File: config.mk
export PLATFORM = sky130hd
export DESIGN_NAME = rank_points_by_distance
export DESIGN_NICKNAME = d
export VERILOG_FILES = /design/src/design/rpd_pkg.sv /design/src/design/rpd_ram.sv /design/src/design/rpd_datapath.sv /design/src/design/rpd_ctrl.sv /design/src/design/rank_points_by_distance.sv
export SDC_FILE = /design/constraint.sdc
export NUM_CORES = 2
export LEC_CHECK = 0
export BUFFER_PORTS_ARGS = -buffer_cell sky130_fd_sc_hd__buf_2
export CORE_UTILIZATION = 59
export DETAILED_ROUTE_END_ITERATION = 6
export PLACE_DENSITY_LB_ADDON = 0.12
export SYNTH_ARGS = -nofsm -noshare
export SYNTH_HDL_FRONTEND = slang
export SYNTH_SLANG_ARGS = --single-unit
File: constraint.sdc
create_clock -name aclk -period 6.5 [get_ports aclk]
set_input_delay 0.975 -clock aclk [delete_from_list [all_inputs] [get_ports aclk]]
set_output_delay 0.975 -clock aclk [all_outputs]
set_load 0.01 [all_outputs]
File: src/design/rpd_pkg.sv
// Shared constants, types and controller/datapath interface structs for the distance ranker.
package rpd_pkg;

    // Table size and coordinate width.
    localparam int MAX_CANDIDATES = 16;
    localparam int COORD_BITS     = 16;

    // Fixed field widths of the stream items.
    localparam int SLOT_W   = 4;
    localparam int FIELD_W  = 16;
    localparam int IDX_W    = 4;
    localparam int CFG_W    = 5;
    localparam int RESULT_LIMIT = 16;

    // Derived sizes.
    localparam int N_LIMIT = (MAX_CANDIDATES < RESULT_LIMIT) ? MAX_CANDIDATES : RESULT_LIMIT;
    localparam int CNT_W   = $clog2(N_LIMIT + 1);
    localparam int ADDR_W  = $clog2(MAX_CANDIDATES);
    localparam int TBL_W   = $clog2(MAX_CANDIDATES + 1) + 1;
    localparam int DIFF_W  = COORD_BITS + 1;
    localparam int DIST_W  = 2 * DIFF_W;

    // Input item kinds carried in tuser.
    localparam logic OP_LOAD  = 1'b0;
    localparam logic OP_QUERY = 1'b1;

    typedef logic signed [COORD_BITS-1:0] coord_t;
    typedef logic [DIST_W-1:0]            dist_t;
    typedef logic [IDX_W-1:0]             idx_t;
    typedef logic [CNT_W-1:0]             cnt_t;

    typedef enum logic [1:0] {
        ST_IDLE,
        ST_ISSUE,
        ST_DRAIN,
        ST_EMIT
    } state_t;

    // Commands from the controller to the datapath.
    typedef struct packed {
        logic              latch_voter;
        logic              load_write;
        logic [ADDR_W-1:0] load_slot;
        logic              clear_list;
        logic              issue_valid;
        idx_t              issue_idx;
        logic              shift_out;
    } rpd_cmd_t;

    // Status from the datapath to the controller.
    typedef struct packed {
        cnt_t list_count;
        idx_t head_index;
    } rpd_status_t;

    // Input coordinate field kept in COORD_BITS bits, two's complement.
    function automatic coord_t to_coord(input logic signed [FIELD_W-1:0] field);
        to_coord = coord_t'(field);
    endfunction

endpackage

File: src/design/rpd_ram.sv
// Generic simple dual-port RAM with registered read data.
module rpd_ram #(
    parameter int WIDTH = 32,
    parameter int DEPTH = 16
) (
    input  logic                     aclk,
    input  logic                     wr_en,
    input  logic [$clog2(DEPTH)-1:0] wr_addr,
    input  logic [WIDTH-1:0]         wr_data,
    input  logic                     rd_en,
    input  logic [$clog2(DEPTH)-1:0] rd_addr,
    output logic [WIDTH-1:0]         rd_data
);

    logic [WIDTH-1:0] mem_reg [DEPTH];
    logic [WIDTH-1:0] rd_data_reg;

    // Write port and registered read port.
    always_ff @(posedge aclk) begin
        if (wr_en) begin
            mem_reg[wr_addr] <= wr_data;
        end
        if (rd_en) begin
            rd_data_reg <= mem_reg[rd_addr];
        end
    end

    assign rd_data = rd_data_reg;

endmodule

File: src/design/rpd_datapath.sv
// Datapath: candidate table, distance pipeline and sorted insertion list.
module rpd_datapath import rpd_pkg::*; (
    input  logic        aclk,
    input  logic        aresetn,
    input  rpd_cmd_t    cmd,
    input  coord_t      in_x,
    input  coord_t      in_y,
    output rpd_status_t status
);

    logic [2*COORD_BITS-1:0] rd_data;

    // Voter point of the current query.
    coord_t voter_x_reg;
    coord_t voter_y_reg;

    // Pipeline valid bits and candidate indices.
    logic rd_valid_reg, diff_valid_reg, sq_valid_reg, dist_valid_reg;
    idx_t rd_idx_reg, diff_idx_reg, sq_idx_reg, dist_idx_reg;

    // Pipeline payload.
    logic signed [DIFF_W-1:0]   dx_reg, dy_reg;
    logic signed [2*DIFF_W-1:0] sqx_reg, sqy_reg;
    dist_t                      dist_reg;

    // Sorted list, nearest first.
    dist_t list_dist_reg [N_LIMIT];
    idx_t  list_idx_reg  [N_LIMIT];
    dist_t list_dist_next [N_LIMIT];
    idx_t  list_idx_next  [N_LIMIT];
    cnt_t  count_reg, count_next;
    logic  greater [N_LIMIT];

    coord_t cand_x, cand_y;

    // Candidate table, x in the low half and y in the high half.
    rpd_ram #(
        .WIDTH (2 * COORD_BITS),
        .DEPTH (MAX_CANDIDATES)
    ) u_table (
        .aclk    (aclk),
        .wr_en   (cmd.load_write),
        .wr_addr (cmd.load_slot),
        .wr_data ({in_y, in_x}),
        .rd_en   (cmd.issue_valid),
        .rd_addr (ADDR_W'(cmd.issue_idx)),
        .rd_data (rd_data)
    );

    assign cand_x = coord_t'(rd_data[COORD_BITS-1:0]);
    assign cand_y = coord_t'(rd_data[2*COORD_BITS-1:COORD_BITS]);

    // Voter capture on every accepted input transaction.
    always_ff @(posedge aclk) begin
        if (cmd.latch_voter) begin
            voter_x_reg <= in_x;
            voter_y_reg <= in_y;
        end
    end

    // Valid bits of the distance pipeline.
    always_ff @(posedge aclk) begin
        if (!aresetn) begin
            rd_valid_reg   <= 1'b0;
            diff_valid_reg <= 1'b0;
            sq_valid_reg   <= 1'b0;
            dist_valid_reg <= 1'b0;
        end else begin
            rd_valid_reg   <= cmd.issue_valid;
            diff_valid_reg <= rd_valid_reg;
            sq_valid_reg   <= diff_valid_reg;
            dist_valid_reg <= sq_valid_reg;
        end
    end

    // Differences, squares and sum, one register stage each.
    always_ff @(posedge aclk) begin
        rd_idx_reg   <= cmd.issue_idx;
        diff_idx_reg <= rd_idx_reg;
        sq_idx_reg   <= diff_idx_reg;
        dist_idx_reg <= sq_idx_reg;
        dx_reg   <= DIFF_W'(voter_x_reg) - DIFF_W'(cand_x);
        dy_reg   <= DIFF_W'(voter_y_reg) - DIFF_W'(cand_y);
        sqx_reg  <= dx_reg * dx_reg;
        sqy_reg  <= dy_reg * dy_reg;
        dist_reg <= dist_t'(sqx_reg) + dist_t'(sqy_reg);
    end

    // Insertion of the new distance behind every entry that is not farther.
    // Candidates arrive in index order, so equal distances keep the lower index first.
    always_comb begin
        for (int k = 0; k < N_LIMIT; k++) begin
            greater[k] = (CNT_W'(k) < count_reg) && (list_dist_reg[k] > dist_reg);
        end
        for (int k = 0; k < N_LIMIT; k++) begin
            list_dist_next[k] = list_dist_reg[k];
            list_idx_next[k]  = list_idx_reg[k];
        end
        count_next = count_reg;
        if (cmd.clear_list) begin
            count_next = '0;
        end else if (dist_valid_reg) begin
            for (int k = 0; k < N_LIMIT; k++) begin
                if (k > 0 && greater[(k > 0) ? k - 1 : 0]) begin
                    list_dist_next[k] = list_dist_reg[(k > 0) ? k - 1 : 0];
                    list_idx_next[k]  = list_idx_reg[(k > 0) ? k - 1 : 0];
                end else if (greater[k] || CNT_W'(k) == count_reg) begin
                    list_dist_next[k] = dist_reg;
                    list_idx_next[k]  = dist_idx_reg;
                end
            end
            count_next = count_reg + 1'b1;
        end else if (cmd.shift_out) begin
            for (int k = 0; k < N_LIMIT - 1; k++) begin
                list_dist_next[k] = list_dist_reg[k+1];
                list_idx_next[k]  = list_idx_reg[k+1];
            end
            count_next = count_reg - 1'b1;
        end
    end

    // List registers.
    always_ff @(posedge aclk) begin
        if (!aresetn) begin
            count_reg <= '0;
        end else begin
            count_reg <= count_next;
        end
    end

    always_ff @(posedge aclk) begin
        for (int k = 0; k < N_LIMIT; k++) begin
            list_dist_reg[k] <= list_dist_next[k];
            list_idx_reg[k]  <= list_idx_next[k];
        end
    end

    assign status.list_count = count_reg;
    assign status.head_index = list_idx_reg[0];

endmodule

File: src/design/rpd_ctrl.sv
// Controller: configuration register, sequencing state machine and result counters.
module rpd_ctrl import rpd_pkg::*; (
    input  logic              aclk,
    input  logic              aresetn,
    input  logic              cfg_valid,
    input  logic [CFG_W-1:0]  cfg_data,
    input  logic              in_valid,
    input  logic              in_opcode,
    input  logic [SLOT_W-1:0] in_slot,
    output logic              in_ready,
    output logic              out_valid,
    input  logic              out_ready,
    output idx_t              out_rank,
    output logic              out_last,
    output rpd_cmd_t          cmd,
    input  rpd_status_t       status
);

    logic [CFG_W-1:0] active_reg;
    state_t           state_reg, state_next;
    cnt_t             issue_cnt_reg, issue_cnt_next;
    cnt_t             emit_cnt_reg, emit_cnt_next;
    cnt_t             n_used;
    cnt_t             n_last;
    logic             in_accept;
    logic             slot_ok;

    // Configuration register, always ready.
    always_ff @(posedge aclk) begin
        if (!aresetn) begin
            active_reg <= CFG_W'(RESULT_LIMIT);
        end else if (cfg_valid) begin
            active_reg <= cfg_data;
        end
    end

    // Candidate count limited to the range the table supports.
    always_comb begin
        priority if (active_reg == '0) begin
            n_used = CNT_W'(1);
        end else if (active_reg > CFG_W'(N_LIMIT)) begin
            n_used = CNT_W'(N_LIMIT);
        end else begin
            n_used = CNT_W'(active_reg);
        end
    end

    assign n_last    = n_used - 1'b1;
    assign in_ready  = (state_reg == ST_IDLE);
    assign in_accept = in_valid && in_ready;
    assign slot_ok   = TBL_W'(in_slot) < TBL_W'(MAX_CANDIDATES);

    // State and counter registers.
    always_ff @(posedge aclk) begin
        if (!aresetn) begin
            state_reg     <= ST_IDLE;
            issue_cnt_reg <= '0;
            emit_cnt_reg  <= '0;
        end else begin
            state_reg     <= state_next;
            issue_cnt_reg <= issue_cnt_next;
            emit_cnt_reg  <= emit_cnt_next;
        end
    end

    // Next state and commands.
    always_comb begin
        state_next      = state_reg;
        issue_cnt_next  = issue_cnt_reg;
        emit_cnt_next   = emit_cnt_reg;
        cmd.latch_voter = in_accept;
        cmd.load_write  = in_accept && (in_opcode == OP_LOAD) && slot_ok;
        cmd.load_slot   = ADDR_W'(in_slot);
        cmd.clear_list  = 1'b0;
        cmd.issue_valid = 1'b0;
        cmd.issue_idx   = idx_t'(issue_cnt_reg);
        cmd.shift_out   = 1'b0;
        out_valid       = 1'b0;
        unique case (state_reg)
            ST_IDLE: begin
                if (in_accept && in_opcode == OP_QUERY) begin
                    cmd.clear_list = 1'b1;
                    issue_cnt_next = '0;
                    state_next     = ST_ISSUE;
                end
            end
            ST_ISSUE: begin
                // One table read per candidate.
                cmd.issue_valid = 1'b1;
                if (issue_cnt_reg == n_last) begin
                    state_next = ST_DRAIN;
                end else begin
                    issue_cnt_next = issue_cnt_reg + 1'b1;
                end
            end
            ST_DRAIN: begin
                // Wait until every distance has been inserted.
                if (status.list_count == n_used) begin
                    emit_cnt_next = '0;
                    state_next    = ST_EMIT;
                end
            end
            ST_EMIT: begin
                out_valid = 1'b1;
                if (out_ready) begin
                    cmd.shift_out = 1'b1;
                    if (emit_cnt_reg == n_last) begin
                        state_next = ST_IDLE;
                    end else begin
                        emit_cnt_next = emit_cnt_reg + 1'b1;
                    end
                end
            end
            default: begin
                state_next = ST_IDLE;
            end
        endcase
    end

    assign out_rank = idx_t'(emit_cnt_reg);
    assign out_last = (emit_cnt_reg == n_last);

endmodule

File: src/design/rank_points_by_distance.sv
// Top level: ranks stored candidate points by squared distance to a voter point.
// A load transaction writes its point to the table slot when accepted. A query of N candidates
// issues N table reads, passes each through the read, difference, square and sum registers
// into the insertion list, then emits N results, each held while m_tready is low.
// One item is in work at a time, since the single insertion list holds one query's ranking.
// Reset (aresetn low, synchronous) sets the count to 16 and empties the list; the table is not.
module rank_points_by_distance import rpd_pkg::*; (
    input  logic        aclk,
    input  logic        aresetn,
    // Configuration write: active_candidates.
    input  logic        cfg_valid,
    output logic        cfg_ready,
    input  logic [4:0]  cfg_data,
    // Input stream.
    input  logic        s_tvalid,
    output logic        s_tready,
    input  logic [39:0] s_tdata,   // slot[3:0], point_x[19:4], point_y[35:20], zero pad
    input  logic        s_tuser,   // opcode
    // Result stream.
    output logic        m_tvalid,
    input  logic        m_tready,
    output logic [7:0]  m_tdata,   // candidate_index[3:0], rank_position[7:4]
    output logic        m_tlast    // last
);

    rpd_cmd_t    cmd;
    rpd_status_t status;
    idx_t        rank;
    coord_t      in_x, in_y;

    assign cfg_ready = 1'b1;

    // Input coordinates in table format.
    assign in_x = to_coord(s_tdata[19:4]);
    assign in_y = to_coord(s_tdata[35:20]);

    rpd_ctrl u_ctrl (
        .aclk      (aclk),
        .aresetn   (aresetn),
        .cfg_valid (cfg_valid),
        .cfg_data  (cfg_data),
        .in_valid  (s_tvalid),
        .in_opcode (s_tuser),
        .in_slot   (s_tdata[3:0]),
        .in_ready  (s_tready),
        .out_valid (m_tvalid),
        .out_ready (m_tready),
        .out_rank  (rank),
        .out_last  (m_tlast),
        .cmd       (cmd),
        .status    (status)
    );

    rpd_datapath u_datapath (
        .aclk    (aclk),
        .aresetn (aresetn),
        .cmd     (cmd),
        .in_x    (in_x),
        .in_y    (in_y),
        .status  (status)
    );

    // Result transaction payload.
    assign m_tdata = {rank, status.head_index};

endmodule
==> metrics.txt <==
status completed; port bufs 57; Root Buffer Master clkbuf_16; layout cells sized above 1 10.77%; worst slack, placed 0.02381 ns; DRT Pass-1 Iters 6; synth top area cells edfxtp_1 39%, fa_1 12%, ha_1 11%; Arrival @ worst endpoint 6.98 ns; DIE HEIGHT 395.5 um; slack of the critical path 0.2566 ns; hold_sp u_datapath.diff_idx_reg[0]; max-cap violation count 0; share of the synthesized area in the top cell type 38.91%; Setup CP Type flop to flop; met2 usage 51.88%; total global-route track usage 29.89%; Placed Area 94,670 um2; Via Count 60,875; worst reg-to-reg path cell count 21; Die X 395.5 um; largest net degree at the start of global routing 236; total gr overflow 0; final WL 232,000 um; met3 Resource Use GR 3.864%; hpwl dp 170,200 um; CTS tree built; GPL Wtd Cong 0.9062; endpoints failing hold 0; Syn Area/Cell 11.73 um2; GRT busiest layer met2; # H-tree levels 4; Syn Nets 9,165; Post-synth EDFFs 1,184; Reg clk slew, reported paths 0.07 ns; Peak Freq 160.2 MHz; largest stage delay on the critical path 0.55 ns; Syn Std Cell Area 91,370 um2; initial antenna violation count 18; Final Cell Area 99,850 um2; cell family with most CP delay adder cells; Worst R2R Start u_datapath.dy_reg[11]; final net count 9,210; # hold bufs at CTS 0; vias in the first global route 63,412; Crit. End Element flop; Layout area overhead 9.286%; max FFs per register 544; GR Layer Usage met1 38.69%; post-DR wirelength/cell 23.21 um; period utilization 96.05%; measured slew at the worst slew-check pin 1.200 ns; Util after Layout 64.89%; Layout Skew 0.05566 ns; initial DRC count 4,689; CP Launch Type flop; most frequent cells in the layout 1,184 x edfxtp_1, 861 x inv_1, 792 x ha_1; Netlist cell types 86; core box area 153,900 um2; register area share after synthesis 42.77%; cells after synthesis 7,786; CP required 7.24 ns; Initial Util 59.38%; Period minus WS final 6.243 ns; I/O pins 63; Worst R2R End u_datapath.sqy_reg[30]; Rel. slew slack 19.98%; R2R Setup Slk 0.26 ns; Final ANT Viol Nets 0; Residual DRC 0; Ys Warns 0; most frequent CP cell fa_1; hold depth 0; Post-synth ARST share 0%; HP Class flop to flop; Most used DFF post-synth edfxtp_1; row count 144; first-pass GRT wire length 360,500 um; TritonCTS Buffers 152; Setup Viol. Count Final 0; Sink Count 1,360; Worst Hold End u_datapath.sq_idx_reg[0]; worst path bufs/invs 6; commonest non-fill, non-tap cell in the layout edfxtp_1; vias per cell 6.088; number of fill cells 11,960; Die Area 156,400 um2; clock latency on the worst-skew pair 0.81 ns; Max Slew Vio Count 0; Crit Path Max Fanout 12; crit-path cells buf_4, nand2_1, inv_1, fa_1, inv_1, fa_1, fa_1, inv_1, fa_1, fa_1, inv_1, fa_1, inv_1, ha_1, a21o_1, a21oi_1, a311o_1, a31oi_4, o41ai_4, or4b_1, o211ai_1; CTS max path bufs 3; Synth area leader edfxtp_1; Critical Path Slowest Stage Cell fa_1; #FFs+latches synth 1,360
[synthesized netlist by cell type (53+ instances only)]
| cell type | instances |
|---|---|
| edfxtp_1 | 1184 |
| inv_1 | 861 |
| ha_1 | 794 |
| a21oi_1 | 714 |
| nor2_1 | 692 |
| fa_1 | 534 |
| mux2i_1 | 494 |
| nand2_1 | 279 |
| a21o_1 | 277 |
| clkbuf_1 | 274 |
| dfxtp_1 | 176 |
| mux4_2 | 160 |
| and2_1 | 139 |
| nand4_1 | 129 |
| nor3_1 | 113 |
| xnor2_1 | 112 |
| o21ai_0 | 109 |
| nor2b_1 | 69 |
| mux2_2 | 65 |
| buf_4 | 53 |
[layer usage]
| layer | vias to the layer above | routed length, um | share of wire (%) |
|---|---|---|---|
| met1 | 30791 | 94190 | 41 |
| met4 | 12 | 7801 | 3.4 |
| met2 | 1794 | 117600 | 51 |
| li1 | 27823 | - | - |
| met5 | - | 73 | 0.031 |
| met3 | 455 | 12340 | 5.3 |
[worst reg2reg max path: cells and delay by family, from the launching register on]
family,cells,cell delay [ns]
adders and majority gates,7,3.37
AOI/OAI and AO/OA,6,1.43
and+or+nand+nor,2,0.58
buffers and inverters,6,0.45
DFF,1,0.32
[per-stage QoR]
step / hold slack (ns) / setup TNS [ns] / instances
after floorplan: 0.3096 / 0 / 7786
after global placement: 0.3104 / 0 / 9719
after detailed placement: 0.3121 / 0 / 9719
after CTS: 0.3230 / 0 / 9996
after global routing: 0.3275 / -0.02633 / 9998
final: 0.3245 / 0 / 9999
[what timing repair did]
action	4_1_cts	5_1_grt
buffers inserted	0	2
endpoints found under the setup margin	1	17
resized for setup	1	40
pin swaps	0	7
[cells by family after synthesis]
kind of cell	count (synthesis)	synth area share, %
simple gates	1561	7.866
compound gates	1394	9.489
flops	1360	42.77
fa+ha+maj	1328	22.57
buf+inv	1260	5.548
mux	730	10.29
xor+xnor	152	1.457
other cells	1	0.004104
[how the worst max path moves through the flow]
stage | start | to | cells past startpoint
after floorplan | u_datapath.dy_reg[16] | u_datapath.sqy_reg[30] | 19
after global placement | u_datapath.dy_reg[16] | u_datapath.sqy_reg[30] | 19
after detailed placement | u_datapath.dy_reg[8] | u_datapath.sqy_reg[32] | 22
after CTS | u_datapath.dy_reg[16] | u_datapath.sqy_reg[33] | 22
after global routing | u_datapath.dy_reg[2] | u_datapath.sqy_reg[30] | 20
final | u_datapath.dy_reg[11] | u_datapath.sqy_reg[30] | 21
[layout make-up]
class	count	area, um2	share of cell area [%]
multi-input combinational	5166	47760	47.83
sequential	1360	39130	39.19
clock buffer	195	4130	4.136
inverter	862	3236	3.240
tap	2044	2557	2.561
timing repair buffer	289	2106	2.109
clock inverter	82	929.6	0.9310
antenna	1	2.502	0.002506
Power is left out: the tool's default activity adds up to more than one toggle a clock period on the data nets, which glitch-free logic cannot reach.
